===== src/rtl/core/fbhq_pkg.sv =====
package fbhq_pkg;

    localparam int BIN_CAP    = 32;
    localparam int EDGE_BITS  = 32;
    localparam int TOTAL_BITS = 52;
    localparam int SCALE_BITS = 14;
    localparam int KIND_BITS  = 3;

    localparam logic [SCALE_BITS-1:0] SCALE     = 14'd10000;
    localparam logic [TOTAL_BITS-1:0] TOTAL_MAX = {TOTAL_BITS{1'b1}};
    localparam logic [KIND_BITS-1:0]  LAST_KIND = 3'd4;

    // Ascending bin edges; past 4000 they keep doubling from 8000.
    localparam logic [EDGE_BITS-1:0] EDGE_TABLE [BIN_CAP] = '{
        32'd1, 32'd5, 32'd10, 32'd20, 32'd40, 32'd60, 32'd80, 32'd100,
        32'd200, 32'd400, 32'd600, 32'd1000, 32'd4000, 32'd8000, 32'd16000,
        32'd32000, 32'd64000, 32'd128000, 32'd256000, 32'd512000,
        32'd1024000, 32'd2048000, 32'd4096000, 32'd8192000, 32'd16384000,
        32'd32768000, 32'd65536000, 32'd131072000, 32'd262144000,
        32'd524288000, 32'd1048576000, 32'd2097152000
    };

    typedef enum logic [1:0] {
        CMD_RECORD = 2'd0,
        CMD_REPORT = 2'd1,
        CMD_CLEAR  = 2'd2
    } cmd_t;

    typedef enum logic [3:0] {
        ST_IDLE,
        ST_REC_WR,
        ST_SUM_RD,
        ST_SUM_ADD,
        ST_Q_THR,
        ST_W_CHK,
        ST_W_ADD,
        ST_W_MUL,
        ST_OUT
    } state_t;

    // Commands from the controller to the datapath.
    typedef struct packed {
        logic in_take;
        logic rd_en;
        logic rd_from_in;
        logic rec_write;
        logic clear_all;
        logic sum_init;
        logic sum_add;
        logic walk_init;
        logic thr_load;
        logic walk_add;
        logic mul_load;
        logic out_load;
        logic kind_step;
    } ctrl_t;

    // Status from the datapath to the controller.
    typedef struct packed {
        logic pos_last;
        logic walk_go;
        logic kind_last;
    } status_t;

    function automatic logic [EDGE_BITS-1:0] edge_of(input logic [4:0] idx);
        return EDGE_TABLE[idx];
    endfunction

    // Quantile levels in ten-thousandths.
    function automatic logic [SCALE_BITS-1:0] quant_of(input logic [KIND_BITS-1:0] kind);
        logic [SCALE_BITS-1:0] q;
        unique case (kind)
            3'd0:    q = 14'd9000;
            3'd1:    q = 14'd9900;
            3'd2:    q = 14'd9990;
            3'd3:    q = 14'd9999;
            default: q = 14'd10000;
        endcase
        return q;
    endfunction

endpackage


===== src/rtl/core/fbhq_ram.sv =====
module fbhq_ram #(
    parameter int WIDTH = 8,
    parameter int DEPTH = 2
) (
    input  logic                     clk,
    input  logic                     we,
    input  logic [$clog2(DEPTH)-1:0] waddr,
    input  logic [WIDTH-1:0]         wdata,
    input  logic                     re,
    input  logic [$clog2(DEPTH)-1:0] raddr,
    output logic [WIDTH-1:0]         rdata
);

    logic [WIDTH-1:0] mem [DEPTH];
    logic [WIDTH-1:0] rdata_reg;

    always_ff @(posedge clk)
    begin
        if (we)
        begin
            mem[waddr] <= wdata;
        end
        if (re)
        begin
            rdata_reg <= mem[raddr];
        end
    end

    assign rdata = rdata_reg;

endmodule


===== src/rtl/core/fbhq_datapath.sv =====
module fbhq_datapath
    import fbhq_pkg::*;
#(
    parameter int NUM_BINS   = 13,
    parameter int COUNT_BITS = 48,
    parameter int VALUE_BITS = 32
) (
    input  logic                  clk,
    input  logic                  rst_n,
    input  logic [31:0]           sample_value,
    input  logic [15:0]           sample_weight,
    input  ctrl_t                 ctrl,
    output status_t               status,
    output logic [KIND_BITS-1:0]  quantile_kind,
    output logic [EDGE_BITS-1:0]  edge_value,
    output logic [TOTAL_BITS-1:0] total_samples,
    output logic                  last_of_report
);

    localparam int IW     = $clog2(NUM_BINS);
    localparam int VW     = (VALUE_BITS < 32) ? VALUE_BITS : 32;
    localparam int SUM_W  = ((COUNT_BITS > TOTAL_BITS) ? COUNT_BITS : TOTAL_BITS) + 1;
    localparam int PROD_W = TOTAL_BITS + SCALE_BITS;
    localparam logic [COUNT_BITS-1:0] COUNT_MAX = {COUNT_BITS{1'b1}};

    logic [31:0]            value_in;
    logic [IW-1:0]          bin_sel;
    logic [IW-1:0]          rd_addr;
    logic [COUNT_BITS-1:0]  rdata;
    logic [COUNT_BITS-1:0]  cnt;
    logic [COUNT_BITS:0]    rec_sum;
    logic [COUNT_BITS-1:0]  rec_new;
    logic [SUM_W-1:0]       tot_sum;
    logic [TOTAL_BITS-1:0]  tot_new;
    logic [SUM_W-1:0]       acc_sum;
    logic [TOTAL_BITS-1:0]  acc_new;

    logic [15:0]            weight_reg;
    logic [IW-1:0]          bin_reg;
    logic [IW-1:0]          raddr_reg;
    logic [NUM_BINS-1:0]    valid_reg;
    logic [IW-1:0]          pos_reg;
    logic [KIND_BITS-1:0]   kind_reg;
    logic [TOTAL_BITS-1:0]  total_reg;
    logic [TOTAL_BITS-1:0]  acc_reg;
    logic [PROD_W-1:0]      thr_reg;
    logic [PROD_W-1:0]      prod_reg;
    logic [KIND_BITS-1:0]   out_kind_reg;
    logic [EDGE_BITS-1:0]   out_edge_reg;
    logic [TOTAL_BITS-1:0]  out_total_reg;
    logic                   out_last_reg;

    assign value_in = 32'(sample_value[VW-1:0]);

    // First bin whose edge is at or above the value, else the last bin.
    always_comb
    begin
        bin_sel = IW'(NUM_BINS - 1);
        for (int i = NUM_BINS - 1; i >= 0; i--)
        begin
            if (edge_of(5'(i)) >= value_in)
            begin
                bin_sel = IW'(i);
            end
        end
    end

    assign rd_addr = ctrl.rd_from_in ? bin_sel : pos_reg;

    fbhq_ram #(
        .WIDTH (COUNT_BITS),
        .DEPTH (NUM_BINS)
    ) u_counts (
        .clk   (clk),
        .we    (ctrl.rec_write),
        .waddr (bin_reg),
        .wdata (rec_new),
        .re    (ctrl.rd_en),
        .raddr (rd_addr),
        .rdata (rdata)
    );

    // A bin not written since the last clear reads as zero.
    assign cnt = valid_reg[raddr_reg] ? rdata : '0;

    assign rec_sum = {1'b0, cnt} + (COUNT_BITS + 1)'(weight_reg);
    assign rec_new = (rec_sum >= {1'b0, COUNT_MAX}) ? COUNT_MAX : rec_sum[COUNT_BITS-1:0];

    assign tot_sum = SUM_W'(total_reg) + SUM_W'(cnt);
    assign tot_new = (tot_sum >= SUM_W'(TOTAL_MAX)) ? TOTAL_MAX : tot_sum[TOTAL_BITS-1:0];

    assign acc_sum = SUM_W'(acc_reg) + SUM_W'(cnt);
    assign acc_new = (acc_sum >= SUM_W'(TOTAL_MAX)) ? TOTAL_MAX : acc_sum[TOTAL_BITS-1:0];

    always_ff @(posedge clk or negedge rst_n)
    begin
        if (!rst_n)
        begin
            valid_reg <= '0;
            pos_reg   <= '0;
            kind_reg  <= '0;
        end
        else
        begin
            if (ctrl.clear_all)
            begin
                valid_reg <= '0;
            end
            else if (ctrl.rec_write)
            begin
                valid_reg[bin_reg] <= 1'b1;
            end

            if (ctrl.sum_init || ctrl.walk_init)
            begin
                pos_reg <= '0;
            end
            else if (ctrl.sum_add || ctrl.walk_add)
            begin
                pos_reg <= pos_reg + IW'(1);
            end

            if (ctrl.walk_init)
            begin
                kind_reg <= '0;
            end
            else if (ctrl.kind_step)
            begin
                kind_reg <= kind_reg + KIND_BITS'(1);
            end
        end
    end

    always_ff @(posedge clk)
    begin
        if (ctrl.in_take)
        begin
            weight_reg <= sample_weight;
            bin_reg    <= bin_sel;
        end
        if (ctrl.rd_en)
        begin
            raddr_reg <= rd_addr;
        end
        if (ctrl.sum_init)
        begin
            total_reg <= '0;
        end
        else if (ctrl.sum_add)
        begin
            total_reg <= tot_new;
        end
        if (ctrl.walk_init)
        begin
            acc_reg  <= '0;
            prod_reg <= '0;
        end
        else
        begin
            if (ctrl.walk_add)
            begin
                acc_reg <= acc_new;
            end
            if (ctrl.mul_load)
            begin
                prod_reg <= PROD_W'(acc_reg) * PROD_W'(SCALE);
            end
        end
        if (ctrl.thr_load)
        begin
            thr_reg <= PROD_W'(total_reg) * PROD_W'(quant_of(kind_reg));
        end
        if (ctrl.out_load)
        begin
            out_kind_reg  <= kind_reg;
            out_edge_reg  <= edge_of(5'(pos_reg));
            out_total_reg <= total_reg;
            out_last_reg  <= (kind_reg == LAST_KIND);
        end
    end

    assign status.pos_last  = (pos_reg == IW'(NUM_BINS - 1));
    assign status.walk_go   = (prod_reg < thr_reg);
    assign status.kind_last = (kind_reg == LAST_KIND);

    assign quantile_kind  = out_kind_reg;
    assign edge_value     = out_edge_reg;
    assign total_samples  = out_total_reg;
    assign last_of_report = out_last_reg;

endmodule


===== src/rtl/core/fbhq_ctrl.sv =====
module fbhq_ctrl
    import fbhq_pkg::*;
(
    input  logic       clk,
    input  logic       rst_n,
    input  logic       in_valid,
    output logic       in_ready,
    input  logic [1:0] command,
    output logic       out_valid,
    input  logic       out_ready,
    input  status_t    status,
    output ctrl_t      ctrl
);

    state_t state_reg;
    state_t state_next;

    always_ff @(posedge clk or negedge rst_n)
    begin
        if (!rst_n)
        begin
            state_reg <= ST_IDLE;
        end
        else
        begin
            state_reg <= state_next;
        end
    end

    always_comb
    begin
        state_next = state_reg;
        ctrl       = '0;
        in_ready   = 1'b0;
        out_valid  = 1'b0;
        unique case (state_reg)
            ST_IDLE:
            begin
                in_ready = 1'b1;
                if (in_valid)
                begin
                    ctrl.in_take = 1'b1;
                    unique case (command)
                        CMD_RECORD:
                        begin
                            ctrl.rd_en      = 1'b1;
                            ctrl.rd_from_in = 1'b1;
                            state_next      = ST_REC_WR;
                        end
                        CMD_REPORT:
                        begin
                            ctrl.sum_init = 1'b1;
                            state_next    = ST_SUM_RD;
                        end
                        CMD_CLEAR:
                        begin
                            ctrl.clear_all = 1'b1;
                        end
                        default:
                        begin
                        end
                    endcase
                end
            end
            ST_REC_WR:
            begin
                ctrl.rec_write = 1'b1;
                state_next     = ST_IDLE;
            end
            ST_SUM_RD:
            begin
                ctrl.rd_en = 1'b1;
                state_next = ST_SUM_ADD;
            end
            ST_SUM_ADD:
            begin
                ctrl.sum_add = 1'b1;
                if (status.pos_last)
                begin
                    ctrl.walk_init = 1'b1;
                    state_next     = ST_Q_THR;
                end
                else
                begin
                    state_next = ST_SUM_RD;
                end
            end
            ST_Q_THR:
            begin
                ctrl.thr_load = 1'b1;
                state_next    = ST_W_CHK;
            end
            ST_W_CHK:
            begin
                if (status.walk_go && !status.pos_last)
                begin
                    ctrl.rd_en = 1'b1;
                    state_next = ST_W_ADD;
                end
                else
                begin
                    ctrl.out_load = 1'b1;
                    state_next    = ST_OUT;
                end
            end
            ST_W_ADD:
            begin
                ctrl.walk_add = 1'b1;
                state_next    = ST_W_MUL;
            end
            ST_W_MUL:
            begin
                ctrl.mul_load = 1'b1;
                state_next    = ST_W_CHK;
            end
            ST_OUT:
            begin
                out_valid = 1'b1;
                if (out_ready)
                begin
                    ctrl.kind_step = 1'b1;
                    state_next     = status.kind_last ? ST_IDLE : ST_Q_THR;
                end
            end
            default:
            begin
                state_next = ST_IDLE;
            end
        endcase
    end

endmodule


===== src/rtl/core/fixed_bin_histogram_quantiles_top.sv =====
// Fixed-bin latency histogram with a quantile summary. Each input word carries a
// command: record adds sample_weight to the first bin whose built-in edge is at or
// above sample_value (values above every edge land in the last bin), report emits
// five output words (P90, P99, P99.9, P99.99 and max, kind 0 to 4 on tuser) with the
// reported bin edge and the saturated total count, and clear zeroes every counter.
// Command 3 is ignored. Counters saturate at 2^COUNT_BITS-1, the total and running
// sum at 2^52-1. The block handles one command at a time: a record is a registered
// counter read followed by the saturating write back, and a clear acts as the
// command is taken. The report time is set by the single read port of the counter
// memory, which the total pass and then the quantile walk go through one bin at a
// time, and by the scaled compare, whose multiply by 10000 is registered before
// each test. Counters are cleared at reset and on clear by per-bin valid flags, so
// no clearing pass is needed.
module fixed_bin_histogram_quantiles_top
    import fbhq_pkg::*;
#(
    parameter int NUM_BINS   = 13,
    parameter int COUNT_BITS = 48,
    parameter int VALUE_BITS = 32
) (
    input  logic        clk,
    input  logic        rst_n,
    input  logic        s_tvalid,
    output logic        s_tready,
    input  logic [55:0] s_tdata,   // command[1:0], sample_value[33:2], sample_weight[49:34]
    output logic        m_tvalid,
    input  logic        m_tready,
    output logic [87:0] m_tdata,   // edge_value[31:0], total_samples[83:32]
    output logic [2:0]  m_tuser,   // quantile_kind[2:0]
    output logic        m_tlast    // last_of_report
);

    ctrl_t                 ctrl;
    status_t               status;
    logic [EDGE_BITS-1:0]  edge_value;
    logic [TOTAL_BITS-1:0] total_samples;

    fbhq_ctrl u_ctrl (
        .clk       (clk),
        .rst_n     (rst_n),
        .in_valid  (s_tvalid),
        .in_ready  (s_tready),
        .command   (s_tdata[1:0]),
        .out_valid (m_tvalid),
        .out_ready (m_tready),
        .status    (status),
        .ctrl      (ctrl)
    );

    fbhq_datapath #(
        .NUM_BINS   (NUM_BINS),
        .COUNT_BITS (COUNT_BITS),
        .VALUE_BITS (VALUE_BITS)
    ) u_datapath (
        .clk            (clk),
        .rst_n          (rst_n),
        .sample_value   (s_tdata[33:2]),
        .sample_weight  (s_tdata[49:34]),
        .ctrl           (ctrl),
        .status         (status),
        .quantile_kind  (m_tuser),
        .edge_value     (edge_value),
        .total_samples  (total_samples),
        .last_of_report (m_tlast)
    );

    // The output word holds its payload in datapath registers until taken.
    assign m_tdata = {4'b0, total_samples, edge_value};

endmodule


===== config.mk =====
export PLATFORM = sky130hd
export DESIGN_NAME = fixed_bin_histogram_quantiles_top
export DESIGN_NICKNAME = d
export VERILOG_FILES = /design/src/rtl/core/fbhq_pkg.sv /design/src/rtl/core/fbhq_ram.sv /design/src/rtl/core/fbhq_datapath.sv /design/src/rtl/core/fbhq_ctrl.sv /design/src/rtl/core/fixed_bin_histogram_quantiles_top.sv
export SDC_FILE = /design/constraint.sdc
export NUM_CORES = 2
export LEC_CHECK = 0
export BUFFER_PORTS_ARGS = -buffer_cell sky130_fd_sc_hd__buf_2
export CORE_MARGIN = 4
export CORE_UTILIZATION = 55
export CTS_BUF_LIST = sky130_fd_sc_hd__clkbuf_16
export DETAILED_ROUTE_END_ITERATION = 16
export HOLD_SLACK_MARGIN = 0.08
export PLACE_DENSITY = 0.71
export RECOVER_POWER = 50
export SETUP_SLACK_MARGIN = 0.15
export SLEW_MARGIN = 20
export SYNTH_ARGS = -nofsm -noshare
export SYNTH_HDL_FRONTEND = slang
export SYNTH_SLANG_ARGS = --single-unit

===== constraint.sdc =====
create_clock -name clk -period 11.31 [get_ports clk]
set_input_delay 2.262 -clock clk [delete_from_list [all_inputs] [get_ports clk]]
set_output_delay 2.262 -clock clk [all_outputs]
set_load 0.005 [all_outputs]

==> Implementation_results.wiki <==
{| class="wikitable"
! Metric !! Value
|-
| Number of storage elements in the synthesis netlist || 1022
|-
| Worst endpoint required time || 11.75 ns
|-
| Post-route ant nets || 0
|-
| Post-layout minimum cycle time || 9.96 ns
|-
| Hold Path Origin || u_datapath.prod_reg[28]
|-
| Max reg flops || 624
|-
| Post-synthesis mux area share || 0.00252
|-
| Crit path largest cell delay || 0.75 ns
|-
| Hold violation count in the final report || 0
|-
| Fin crit share || 0.881
|-
| CP max-delay cell || sky130_fd_sc_hd__o31ai_1
|-
| Count of mapped cells out of synthesis || 7384
|-
| Xor/xnor cell area share of the yosys netlist || 0.0275
|-
| Largest net degree at the start of global routing || 189
|-
| Violated checks || max-capacitance violations, max-slew violations
|-
| Worst setup SP type || flip-flop
|-
| Largest family of logic cells by synthesized area || adder cells
|-
| Gates resized, CTS repair || 0
|-
| Wirelength, routed || 213000 um
|-
| Critical setup path kind || flip-flop to flip-flop
|-
| Share of the synthesized area in the top cell type || 0.338
|-
| Hold buffer count at CTS || 0
|-
| Initial antenna violation count || 2
|-
| Compound-gate portion of the synthesized area || 0.105
|-
| Master cell of the clock root buffer || sky130_fd_sc_hd__clkbuf_16
|-
| Gpl congestion || 1.00
|-
| Proportion of layout cells with a drive suffix above 1 || 0.0476
|-
| Post-synthesis instance area || 73900 sq um
|-
| Register-to-register setup slack || 1.35 ns
|-
| Total negative slack || 0 ns
|-
| Sequential cell area fraction in the yosys report || 0.391
|-
| Hold crit path type || flip-flop to flip-flop
|-
| Cell mode on critical path || sky130_fd_sc_hd__fa_1
|-
| Dominant cell type by area after synthesis || sky130_fd_sc_hd__edfxtp_1
|-
| Critical path endpoint category || flip-flop
|-
| Buffer depth of the longest clock path || 3
|-
| Critical path origin || u_datapath.kind_reg[1]
|-
| Simple-Gate Fraction of Synth Area || 0.142
|-
| Placed wire-length estimate || 151000 um
|-
| CTS tree || yes
|-
| CTS Sinks || 1022
|-
| Total count of max-transition violations in the final report || 901
|-
| H-tree levels || 3
|-
| Post-synth top flop || sky130_fd_sc_hd__edfxtp_1
|-
| Warnings, synthesis || 0
|-
| Ports || 154
|-
| All-Layer GR Usage || 0.301
|-
| First-pass GRT wire length || 324000 um
|-
| Layout Area Growth over Synthesis || 7.84%
|-
| Die Span Y || 375 um
|-
| Die outline area || 140000 sq um
|-
| Worst reg2reg path startpoint || u_datapath.kind_reg[1]
|-
| Die boundary width || 375 um
|-
| Starting density of the core || 0.554
|-
| Drt wl/cell || 22.9 um
|-
| Max-cap violations || 23
|-
| Count of buffers from port buffering || 126
|-
| Cell variety after synth || 83
|-
| Buffers inserted during post-CTS setup optimization || 0
|-
| Share of async-settable or async-resettable flops after synthesis || 0.0235
|-
| Maximum operating frequency || 0.100 GHz
|-
| Run status || complete, but fails checks
|-
| Area share of fa/ha/maj cells after synthesis || 0.259
|-
| Iteration-0 DRC Markers || 4860
|-
| Number of search-and-repair iterations in the first detailed-routing pass || 6
|-
| CP Data Arrival Time || 10.40 ns
|-
| Remaining Overflow, GRT || 0
|-
| Floorplan Core Area || 133000 sq um
|-
| Via count of the first global-routing pass || 54340
|-
| Maximum fanout count along the critical path || 29
|-
| Setup repair after global routing missed its margin || false
|-
| Number of vias in the routed layout || 54432
|-
| Total clock buffers created by CTS || 107
|-
| Number of synthesized flops with an enable pin || 832
|-
| Synth area leaders || sky130_fd_sc_hd__edfxtp_1 (34%), sky130_fd_sc_hd__fa_1 (16%), sky130_fd_sc_hd__ha_1 (9.9%)
|-
| Later-pin clock latency in the skew report || 0.74 ns
|-
| Worst-path clk slew || 0.07 ns
|-
| Normalized max-slew margin || -2.52
|-
| Routed vias/inst || 5.85
|-
| Slew of the pin with the lowest slew margin || 5.29 ns
|-
| Mean area per synthesized cell || 10.0 sq um
|-
| Final setup fails || 0
|-
| Floorplan row count || 134
|-
| Post-route clock skew || 0.0619 ns
|-
| Residual DRC count || 0
|-
| Final net count || 8676
|}
worst paths after layout:
path | depth (start not counted) | end
worst max register to register | 30 | u_datapath.thr_reg[65]
min in group asynchronous | 1 | u_datapath.kind_reg[1]
max in group asynchronous | 1 | u_datapath.kind_reg[2]
worst min-delay path | 2 | u_datapath.prod_reg[28]
worst max-delay path | 30 | u_datapath.thr_reg[65]
worst min register to register | 2 | u_datapath.prod_reg[28]
placed cells by master, fill, tap and decap left out, types with 57 or more instances in the layout:
master and n:
sky130_fd_sc_hd__a21o_1 147, sky130_fd_sc_hd__a21oi_1 341, sky130_fd_sc_hd__a31oi_1 61, sky130_fd_sc_hd__and2_1 198, sky130_fd_sc_hd__buf_2 84, sky130_fd_sc_hd__clkbuf_1 88, sky130_fd_sc_hd__clkbuf_16 107, sky130_fd_sc_hd__dfxtp_1 166
sky130_fd_sc_hd__edfxtp_1 832, sky130_fd_sc_hd__fa_1 590, sky130_fd_sc_hd__ha_1 584, sky130_fd_sc_hd__inv_1 1128, sky130_fd_sc_hd__nand2_1 673, sky130_fd_sc_hd__nand2b_1 89, sky130_fd_sc_hd__nand3_1 163, sky130_fd_sc_hd__nand4_1 59
sky130_fd_sc_hd__nor2_1 798, sky130_fd_sc_hd__nor3_1 121, sky130_fd_sc_hd__o21ai_0 276, sky130_fd_sc_hd__o221ai_1 57, sky130_fd_sc_hd__xnor2_1 131, sky130_fd_sc_hd__xor2_1 101
synth_stat cells, types with 27 or more instances:
cell and number:
sky130_fd_sc_hd__fa_1 590, sky130_fd_sc_hd__o221ai_1 57, sky130_fd_sc_hd__ha_1 584, sky130_fd_sc_hd__nand2b_1 90
sky130_fd_sc_hd__nor2_1 807, sky130_fd_sc_hd__xnor2_1 131, sky130_fd_sc_hd__o21ai_0 285, sky130_fd_sc_hd__inv_1 1108
sky130_fd_sc_hd__edfxtp_1 832, sky130_fd_sc_hd__a21oi_1 341, sky130_fd_sc_hd__and3_1 37, sky130_fd_sc_hd__nand4_1 59
sky130_fd_sc_hd__a211oi_1 30, sky130_fd_sc_hd__buf_2 61, sky130_fd_sc_hd__nor2b_1 44, sky130_fd_sc_hd__a221oi_1 50
sky130_fd_sc_hd__xor2_1 101, sky130_fd_sc_hd__and2_1 203, sky130_fd_sc_hd__nor3_1 123, sky130_fd_sc_hd__o21a_1 41
sky130_fd_sc_hd__a21o_1 147, sky130_fd_sc_hd__nand3_1 164, sky130_fd_sc_hd__or2_2 27, sky130_fd_sc_hd__dfxtp_1 166
sky130_fd_sc_hd__clkbuf_1 193, sky130_fd_sc_hd__o22ai_1 52, sky130_fd_sc_hd__o21bai_1 43, sky130_fd_sc_hd__nand2_1 674
sky130_fd_sc_hd__a31oi_1 62
critical path, delay by kind of cell, from the launching register on:
| family | cells | cell delay [ns] |
|---|---|---|
| and+or+nand+nor | 4 | 1.00 |
| buffers and inverters | 6 | 1.24 |
| adders and majority gates | 9 | 3.54 |
| xor gates and xnor gates | 1 | 0.09 |
| DFF | 1 | 0.35 |
| AOI/OAI and AO/OA | 10 | 3.44 |
per-layer routing:
| metal | track usage | vias to the layer above | share of wire |
|---|---|---|---|
| met1 | 0.392 | 26790 | 0.39 |
| met5 | 0 | - | 0 |
| met4 | 0.134 | 0 | 0.052 |
| li1 | - | 24882 | - |
| met2 | 0.500 | 2264 | 0.47 |
| met3 | 0.0493 | 496 | 0.082 |
layout make-up:
class                      instances  area, sq um
clock inverter                    88          831
antenna                            1         2.50
fill                           11169        53700
inverter                        1110         4170
clock buffer                     107         2680
timing repair buffer             225         1160
tap                             1768         2210
multi-input combinational       4976        39800
sequential                      1022        28900
per-stage QoR:
step	cell area, sq um	cells	setup slack (ns)	utilization	hold WS (ns)
3_5_place_dp	76500	9101	1.70	0.573	0.451
3_3_place_gp	76500	9101	1.79	0.573	0.450
6_report	79700	9297	1.35	0.597	0.463
2_1_floorplan	74000	7404	2.53	-	0.432
4_1_cts	80000	9296	1.63	0.600	0.463
5_1_grt	79700	9296	0.932	0.597	0.486
logic make-up (layout without fill, tap and decap cells):
| group | count (synthesis) | after routing |
|---|---|---|
| AO/OA/AOI/OAI | 1222 | 1222 |
| XOR/XNOR | 232 | 232 |
| adder cells (fa/ha/maj) | 1174 | 1174 |
| buffers and inverters | 1406 | 1530 |
| flip-flops | 1022 | 1022 |
| multiplexers | 13 | 13 |
| other | 1 | 22 |
| AND/OR/NAND/NOR | 2314 | 2314 |
Power is left out: the tool's default activity adds up to more than one toggle a clock period on the data nets, which glitch-free logic cannot reach.
